<file path="src/design/rud_pkg.sv">
`default_nettype none

package rud_pkg;

    // Default operand width of the divider.
    localparam int DIV_WIDTH = 32;

    // Controller states, one-hot.
    typedef enum logic [2:0] {
        S_IDLE = 3'b001,
        S_RUN  = 3'b010,
        S_HOLD = 3'b100
    } t_state;

    // Commands from the controller to the datapath.
    typedef struct packed {
        logic load;
        logic step;
        logic out_load;
    } t_dp_cmd;

    // Status from the datapath to the controller.
    typedef struct packed {
        logic last;
    } t_dp_stat;

endpackage

`default_nettype wire

</file>
<file path="src/design/rud_datapath.sv">
`default_nettype none

module rud_datapath
    import rud_pkg::*;
#(
    parameter int WIDTH = DIV_WIDTH
) (
    input  wire logic             i_clk,
    input  wire logic             i_rst_n,
    input  wire logic [WIDTH-1:0] i_dividend,
    input  wire logic [WIDTH-1:0] i_divisor,
    input  wire t_dp_cmd          i_cmd,
    output t_dp_stat              o_stat,
    output logic      [WIDTH-1:0] o_quotient
);

    localparam int CW = $clog2(WIDTH);

    logic [WIDTH-1:0] r_num;
    logic [WIDTH-1:0] r_den;
    logic [WIDTH-1:0] r_rem;
    logic [WIDTH-1:0] r_quo;
    logic [WIDTH-1:0] r_out;
    logic             r_zero;
    logic [CW-1:0]    r_count;

    logic [WIDTH:0]   w_shift;
    logic [WIDTH:0]   w_diff;
    logic             w_ge;
    logic [WIDTH-1:0] n_rem;
    logic [WIDTH-1:0] n_quo;
    logic [WIDTH-1:0] w_final;

    // One restoring step: shift the next dividend bit in, subtract when it fits.
    // The extra top bit keeps the carry out of the shift.
    always_comb begin
        w_shift = {r_rem, r_num[WIDTH-1]};
        w_diff  = w_shift - {1'b0, r_den};
        w_ge    = (w_shift >= {1'b0, r_den});
        n_rem   = w_ge ? w_diff[WIDTH-1:0] : w_shift[WIDTH-1:0];
        n_quo   = {r_quo[WIDTH-2:0], w_ge};
    end

    // The result is the quotient of the final step, or the stored one when it waited.
    assign w_final = i_cmd.step ? n_quo : r_quo;

    // Operand, remainder and quotient registers.
    always_ff @(posedge i_clk) begin
        if (i_cmd.load) begin
            r_num  <= i_dividend;
            r_den  <= i_divisor;
            r_rem  <= '0;
            r_quo  <= '0;
            r_zero <= (i_divisor == '0);
        end else if (i_cmd.step) begin
            r_num <= {r_num[WIDTH-2:0], 1'b0};
            r_rem <= n_rem;
            r_quo <= n_quo;
        end
    end

    // Step counter, counting down to the least significant bit.
    always_ff @(posedge i_clk) begin
        if (!i_rst_n) begin
            r_count <= '0;
        end else if (i_cmd.load) begin
            r_count <= CW'(WIDTH - 1);
        end else if (i_cmd.step) begin
            r_count <= r_count - 1'b1;
        end
    end

    // Output register; a zero divisor gives a zero quotient.
    always_ff @(posedge i_clk) begin
        if (i_cmd.out_load) begin
            r_out <= r_zero ? '0 : w_final;
        end
    end

    assign o_stat.last = (r_count == '0);
    assign o_quotient  = r_out;

endmodule

`default_nettype wire

</file>
<file path="src/design/rud_ctrl.sv">
`default_nettype none

module rud_ctrl
    import rud_pkg::*;
(
    input  wire logic     i_clk,
    input  wire logic     i_rst_n,
    input  wire logic     i_valid,
    input  wire logic     i_stall,
    input  wire t_dp_stat i_stat,
    output logic          o_stall,
    output logic          o_valid,
    output t_dp_cmd       o_cmd
);

    t_state r_state;
    t_state n_state;
    logic   r_out_valid;
    logic   n_out_valid;
    logic   w_out_free;
    logic   w_done;

    // The output register can take a result when empty or being read this cycle.
    assign w_out_free = !r_out_valid || !i_stall;
    assign w_done     = ((r_state == S_RUN) && i_stat.last) || (r_state == S_HOLD);

    // Commands to the datapath.
    always_comb begin
        o_cmd.load     = (r_state == S_IDLE) && i_valid;
        o_cmd.step     = (r_state == S_RUN);
        o_cmd.out_load = w_done && w_out_free;
    end

    // Next state.
    always_comb begin
        n_state = r_state;
        case (r_state)
            S_IDLE: begin
                if (i_valid) begin
                    n_state = S_RUN;
                end
            end
            S_RUN: begin
                if (i_stat.last) begin
                    n_state = w_out_free ? S_IDLE : S_HOLD;
                end
            end
            S_HOLD: begin
                if (w_out_free) begin
                    n_state = S_IDLE;
                end
            end
            default: begin
                n_state = S_IDLE;
            end
        endcase
    end

    // Output item valid flag.
    always_comb begin
        if (o_cmd.out_load) begin
            n_out_valid = 1'b1;
        end else if (!i_stall) begin
            n_out_valid = 1'b0;
        end else begin
            n_out_valid = r_out_valid;
        end
    end

    always_ff @(posedge i_clk) begin
        if (!i_rst_n) begin
            r_state     <= S_IDLE;
            r_out_valid <= 1'b0;
        end else begin
            r_state     <= n_state;
            r_out_valid <= n_out_valid;
        end
    end

    assign o_stall = (r_state != S_IDLE);
    assign o_valid = r_out_valid;

endmodule

`default_nettype wire

</file>
<file path="src/design/restoring_unsigned_divider.sv">
// Unsigned restoring divider: quotient = floor(dividend / divisor).
// Input channel: i_valid, o_stall, i_dividend, i_divisor. An item is taken
// at a clock edge where i_valid is high and o_stall is low.
// Output channel: o_valid, i_stall, o_quotient. An item leaves at a clock
// edge where o_valid is high and i_stall is low.
// A zero divisor gives a quotient of zero.
// The quotient is computed one bit per cycle through a single
// subtract-and-compare unit. The block takes the next item in the cycle
// after the result has moved into the output register.
// The output register lets a new item start while a result still waits.
// If the output register still holds an unread quotient when a division ends,
// the new quotient is held inside and o_stall stays high until the receiver
// takes the waiting one.
// Reset (synchronous, active low) returns the controller to idle and empties
// the output register; an item in flight is dropped.
`default_nettype none

module restoring_unsigned_divider
    import rud_pkg::*;
#(
    parameter int WIDTH = DIV_WIDTH
) (
    input  wire logic             i_clk,
    input  wire logic             i_rst_n,
    input  wire logic             i_valid,
    output logic                  o_stall,
    input  wire logic [WIDTH-1:0] i_dividend,
    input  wire logic [WIDTH-1:0] i_divisor,
    output logic                  o_valid,
    input  wire logic             i_stall,
    output logic      [WIDTH-1:0] o_quotient
);

    t_dp_cmd  w_cmd;
    t_dp_stat w_stat;

    // Sequencing of load, steps and result hand-off.
    rud_ctrl u_ctrl (
        .i_clk   (i_clk),
        .i_rst_n (i_rst_n),
        .i_valid (i_valid),
        .i_stall (i_stall),
        .i_stat  (w_stat),
        .o_stall (o_stall),
        .o_valid (o_valid),
        .o_cmd   (w_cmd)
    );

    // Shift-and-subtract datapath with the output register.
    rud_datapath #(
        .WIDTH (WIDTH)
    ) u_datapath (
        .i_clk      (i_clk),
        .i_rst_n    (i_rst_n),
        .i_dividend (i_dividend),
        .i_divisor  (i_divisor),
        .i_cmd      (w_cmd),
        .o_stat     (w_stat),
        .o_quotient (o_quotient)
    );

    // A waiting result is never overwritten.
    a_no_overwrite: assert property (@(posedge i_clk) disable iff (!i_rst_n)
        w_cmd.out_load |-> (!o_valid || !i_stall))
        else $error("output register loaded while holding an unread item");

    // Taking an item makes the block busy in the next cycle.
    a_busy_after_accept: assert property (@(posedge i_clk) disable iff (!i_rst_n)
        (i_valid && !o_stall) |=> o_stall)
        else $error("block not busy after taking an item");

    // The block becomes free again only after handing a result over.
    a_free_after_result: assert property (@(posedge i_clk) disable iff (!i_rst_n)
        ($past(i_rst_n) && $fell(o_stall)) |-> $past(w_cmd.out_load))
        else $error("block freed without delivering a result");

    // Loading and stepping never happen together.
    a_load_step_excl: assert property (@(posedge i_clk) disable iff (!i_rst_n)
        !(w_cmd.load && w_cmd.step))
        else $error("load and step issued together");

endmodule

`default_nettype wire

</file>
<file path="config.mk">
export PLATFORM = sky130hd
export DESIGN_NAME = restoring_unsigned_divider
export DESIGN_NICKNAME = d
export VERILOG_FILES = /design/src/design/rud_pkg.sv /design/src/design/rud_datapath.sv /design/src/design/rud_ctrl.sv /design/src/design/restoring_unsigned_divider.sv
export SDC_FILE = /design/constraint.sdc
export NUM_CORES = 1
export LEC_CHECK = 0
export ABC_AREA = 1
export BUFFER_PORTS_ARGS = -buffer_cell sky130_fd_sc_hd__buf_2
export CAP_MARGIN = 25
export CORE_MARGIN = 4
export CORE_UTILIZATION = 23
export CTS_CLUSTER_DIAMETER = 50
export DETAILED_ROUTE_END_ITERATION = 12
export GPL_TIMING_DRIVEN = 0
export HOLD_SLACK_MARGIN = 0.08
export PLACE_DENSITY = 0.49
export SLEW_MARGIN = 15
export SYNTH_ARGS = -nofsm -noshare
export SYNTH_HDL_FRONTEND = slang
export SYNTH_SLANG_ARGS = --single-unit
export TNS_END_PERCENT = 20
</file>
<file path="constraint.sdc">
create_clock -name i_clk -period 3.84 [get_ports i_clk]
set_input_delay 0.192 -clock i_clk [delete_from_list [all_inputs] [get_ports i_clk]]
set_output_delay 0.192 -clock i_clk [all_outputs]
set_load 0.02 [all_outputs]
</file>
# Word level (Yosys, flattened, before mapping)
# Index checks and enable logic that the tools add are counted.
# totals
reg_bits	170
out_inout_bits	34
# op_classes
n_addsub	2
magnitude_cmp	1
eq_ne	8
mux	13
reduce_logical	11
# ops
op	count
32-bit two-way mux	4
33-bit by 32-bit greater-or-equal comparator with 1-bit output	1
32-bit logical NOT	1
32-bit subtractor	1
3-bit two-way mux	4
5-bit two-way mux	2
3-bit one-hot mux with 3 select lines	1
2-bit by 1-bit != test with 1-bit output (second input constant)	3
5-bit logical NOT	1
5-bit by 1-bit subtractor with 5-bit output (second input constant)	1
3-bit by 1-bit == test with 1-bit output (second input constant)	1
3-bit by 2-bit == test with 1-bit output (second input constant)	1
3-bit == test (second input constant)	1
1-bit logical AND	3
3-bit by 1-bit != test with 1-bit output (second input constant)	1
3-bit AND reduction	1
1-bit logical NOT	2
1-bit logical OR	2
1-bit two-way mux	2
2-bit != test (second input constant)	1
2-bit nonzero test	1

# Logic depth before layout (Yosys ltp)
# depth
depth_word	5
depth_mapped	18
mapped_depth_nobuf	16

# Cells and area by module
# A second synthesis with hierarchy kept.
# unflattened
hier_cells	1205
area_unflattened_um2	9507.9
# modules_own_cells
mod	instances	cells_each	area_per_inst_um2	seq_area_each_um2
rud_datapath	1	1164	9232.6	4294.1
rud_ctrl	1	41	275.3	80.1

# Worst setup path before layout
# OpenSTA, ideal clock, no wires.
# synth_path
path_kind	register to register
start	register u_ctrl.r_state[2]
end	register u_datapath.r_out[0] (netlist: u_datapath.o_quotient[0]) (enable)
setup_time_ns	0.433
arrival_time_ns	2.673
t_required_ns	3.407
path_slack_ns	0.734
stages_incl_launch_ff	5
n_path_buf	1
period_less_slack_ns	3.106
path_cell_list	dfxtp_1 -> nor3_1 -> buf_2 -> nand2_1 -> a21oi_1
# synth_via
elab_chain_cells	4
word_cells_on_any_way	5
# synth_lines
item	line	rtl
start: declaration	rud_ctrl.sv:16	t_state r_state;
start signal: assignment	rud_ctrl.sv:75	r_state <= n_state;
3-bit by 2-bit == test with 1-bit output	rud_ctrl.sv:25	assign w_done = ((r_state == S_RUN) && i_stat.last) || (r_state == S_HOLD);
1-bit logical AND	rud_ctrl.sv:25	
1-bit logical OR *	rud_ctrl.sv:25	
1-bit logical AND *	rud_ctrl.sv:31	o_cmd.out_load = w_done && w_out_free;
end signal: assignment	rud_datapath.sv:76	r_out <= r_zero ? '0 : w_final;
end: declaration	rud_datapath.sv:23	logic [WIDTH-1:0] r_out;
# Every way passes the cells marked *; elsewhere a longest branch is shown, timed or not.
# A chain may end at the register's enable or synchronous reset.

# Worst setup path after layout
# layout_path
start	register u_datapath.r_den[20]
end	register u_datapath.r_out[0] (netlist: u_datapath.o_quotient[0]), data pin
# layout_via
elab_chain_cells	2
# layout_lines
item	line	rtl
start: declaration	rud_datapath.sv:20	logic [WIDTH-1:0] r_den;
start signal: assignment	rud_datapath.sv:51	r_den <= i_divisor;
33-bit by 32-bit greater-or-equal comparator with 1-bit output	rud_datapath.sv:39	w_ge = (w_shift >= {1'b0, r_den});
32-bit two-way mux	-	
# No other way between the ends.

==> summary.md <==
| Metric | Value |
|---|---|
| Synth Area in XOR/XNOR | 1.32% |
| LEAKAGE | 5.62 nW |
| Global router's overall resource usage | 12.3% |
| Largest family of logic cells by synthesized area | simple AND/OR/NAND/NOR gates |
| Die Footprint | 0.0436 sq mm |
| Post-Synth Adder-Cell Area | 4.80% |
| Most used DFF post-synth | edfxtp_1 |
| Mux contribution to synthesized area | 3.13% |
| CP Data Arrival Time | 2.95 ns |
| Slew Limit Fails | 0 |
| Max-Cap Viols | 0 |
| Root buf cell | clkbuf_16 |
| Initial antenna violation count | 0 |
| Post-CTS setup buffer count | 0 |
| CTS max path bufs | 2 |
| Pre-CTS setup slack | 1.12 ns |
| Gr ovfl total | 0 |
| Max VDD drop | 0.000278 V |
| HPWL after DPL | 20.5 mm |
| Starting Density | 23.3% |
| Simple logic cell fraction of the synthesized area | 31.0% |
| Worst-Skew Late Latency | 0.44 ns |
| Setup ws final | 1.07 ns |
| Global-route wire length before repair | 43.0 mm |
| Register area share after synthesis | 47.1% |
| Fillers | 4385 |
| Drt first-iter violations | 467 |
| TritonRoute pass-1 iters | 5 |
| Critical path class | flip-flop to flip-flop |
| Warnings, synthesis | 0 |
| Worst slew margin | 40.0% |
| Count of input and output buffers | 101 |
| Drc violations | 0 |
| Final cell utilization of the core | 29.6% |
| Worst-path fanout max | 10 |
| Nets | 1472 |
| Die X | 209 um |
| Antenna cells | 0 |
| Hold Path Class | input pin to flip-flop |
| Cell area power density | 375 mW/mm^2 |
| Least-Margin Pin Slew | 0.893 ns |
| H-tree levels | 4 |
| Startpoint Class | flip-flop |
| Hold buffers post-CTS | 66 |
| DR vias | 7969 |
| Cts repair resizes | 0 |
| Layout cells sized above 1 | 14.1% |
| Clock transition at path regs | 0.08 ns |
| CTS tree | yes |
| IO Count | 102 |
| Flops & latches, synth | 170 |
| Final Hold Viols | 0 |
| Top cells by area, synth | edfxtp_1 (31%), dfxtp_1 (16%), nand2_1 (16%) |
| Die Y-Extent | 209 um |
| RD Place Congestion | 0.905 |
| Antenna-violating nets left | 0 |
| RSZ-0062 raised after global routing | false |
| # setup viols final | 0 |
| Final Skew | 0.0138 ns |
| Fin crit period | 2.77 ns |
| Mean post-synth cell area | 7.86 sq um |
| Post-DP Area | 0.0105 sq mm |
| Worst Setup End Kind | flip-flop |
| Core area | 0.0398 sq mm |
| Post-synthesis compound-gate area fraction | 3.20% |
| R2r setup slk | 1.07 ns |
| Post-synth ARST share | 0% |
| Tot Pwr | 0.00442 W |
| Final cycle utilization of the critical path | 72.3% |
| Syn_nets | 1284 |
| Number of synthesized flops with an enable pin | 97 |
| Worst path required time | 4.02 ns |
| Final Cell Area | 0.0118 sq mm |
| CTS Buf Count | 17 |
| Mapped Cells | 1181 |
| Largest net degree at the start of global routing | 34 |
| Status | finished, final reports clean |
| Clock Sinks | 170 |
| Area grow syn2layout | 27.0% |
| Final WL | 26.9 mm |
| Vias per cell | 4.18 |
| Vias in the first global route | 7934 |
| Fmax | 0.360 GHz |
| Most common library cells after synthesis | nand2_1 (387), inv_1 (176), nor2_1 (119) |
| Top-area cell type share of the netlist area | 31.4% |
| Post-synth cell types | 41 |
| DR WL/cell | 14.1 um |
| Most frequent cell after synthesis | nand2_1 |
| Cell Area, Synth | 0.00928 sq mm |
| FP Rows | 73 |
| Cell taking the most area after synthesis | edfxtp_1 |
path summary, 6_finish.rpt:
| check | cells after the start | from | to |
|---|---|---|---|
| max | 17 | u_datapath.r_den[20] | u_datapath.o_quotient[0] |
| min reg2reg | 2 | u_datapath.r_rem[25] | u_datapath.r_rem[25] |
| max reg2reg | 17 | u_datapath.r_den[20] | u_datapath.o_quotient[0] |
| min | 4 | i_valid | u_ctrl.r_state[0] |
stage by stage:
stage,hold slack (ns),std cells,TNS [ns]
after floorplan,0.268,1181,0
after global placement,0.387,1807,-18.75
after detailed placement,0.387,1809,0
after CTS,0.114,1907,0
after global routing,0.164,1907,0
final,0.129,1907,0
critical path: stages (launching register included):
cell and delay (ns):
edfxtp_1 0.38, inv_1 0.10, ha_1 0.31, nand2_1 0.16, inv_2 0.03, nand2_1 0.07
nand2_1 0.07, nand2_1 0.07, nand2_1 0.07, nand2_1 0.08, nand2_1 0.08, a21oi_4 0.34
nand2_4 0.09, buf_12 0.17, nor2_8 0.21, inv_1 0.06, o21ai_1 0.14, nor2_1 0.08
kinds of logic after synthesis:
logic type      count (synthesis)
fa+ha+maj                      35
flops                         170
mux                            29
simple gates                  667
xor+xnor                       14
buf+inv                       217
compound gates                 49
layer usage:
metal	GRT usage (%)	vias to the layer above	share of wire (%)
li1	-	4141	-
met1	17.4	3674	50
met2	19.6	140	45
met3	2.01	14	3.7
met4	3.04	0	1.2
met5	0	-	0
where the power goes:
group	switching, W	leakage, nW	internal [W]
sequential	0.0000306	1.51	0.00204
clock	0.000916	0.303	0.000902
combinational	0.000343	3.80	0.000193
total	0.00129	5.62	0.00313
layout by cell type, fill, tap and decap left out, types with 3 or more instances in the layout:
| cell type | count |
|---|---|
| nand4_1 | 33 |
| nand3_2 | 11 |
| nor2_1 | 119 |
| inv_2 | 6 |
| nor3_1 | 10 |
| nor2_2 | 6 |
| o21ai_0 | 11 |
| nand3_1 | 73 |
| clkinv_8 | 6 |
| clkbuf_1 | 14 |
| dfxtp_1 | 73 |
| clkbuf_16 | 17 |
| dlygate4sd3_1 | 66 |
| nand2_1 | 387 |
| buf_1 | 3 |
| nand2_2 | 8 |
| inv_8 | 4 |
| buf_12 | 3 |
| a21oi_1 | 20 |
| ha_1 | 34 |
| edfxtp_1 | 97 |
| inv_1 | 175 |
| buf_2 | 115 |
| mux2i_1 | 29 |
| o21a_1 | 3 |
| nand3b_1 | 4 |
| nor4_1 | 8 |
| buf_4 | 3 |
| o21bai_1 | 3 |
| xor2_1 | 14 |
sequential cells by signal, summed over array words and instances (netlist names):
| signal | count |
|---|---|
| u_ctrl.o_valid | 1 |
| u_datapath.r_zero | 1 |
| u_datapath.r_quo | 32 |
| u_datapath.r_num | 32 |
| u_datapath.r_den | 32 |
| u_datapath.r_rem | 32 |
| u_datapath.o_quotient | 32 |
| u_datapath.r_count | 5 |
| u_ctrl.r_state | 3 |
final cells by class:
cell class / count / area, sq um / share of cell area, %
timing repair buffer: 169 / 1210 / 10.3
buffer: 36 / 196 / 1.67
clock buffer: 17 / 425 / 3.61
inverter: 181 / 679 / 5.76
clock inverter: 15 / 201 / 1.71
sequential: 170 / 4370 / 37.1
multi-input combinational: 794 / 4040 / 34.3
tap: 525 / 657 / 5.57
(Power assumes the default switching activity.)
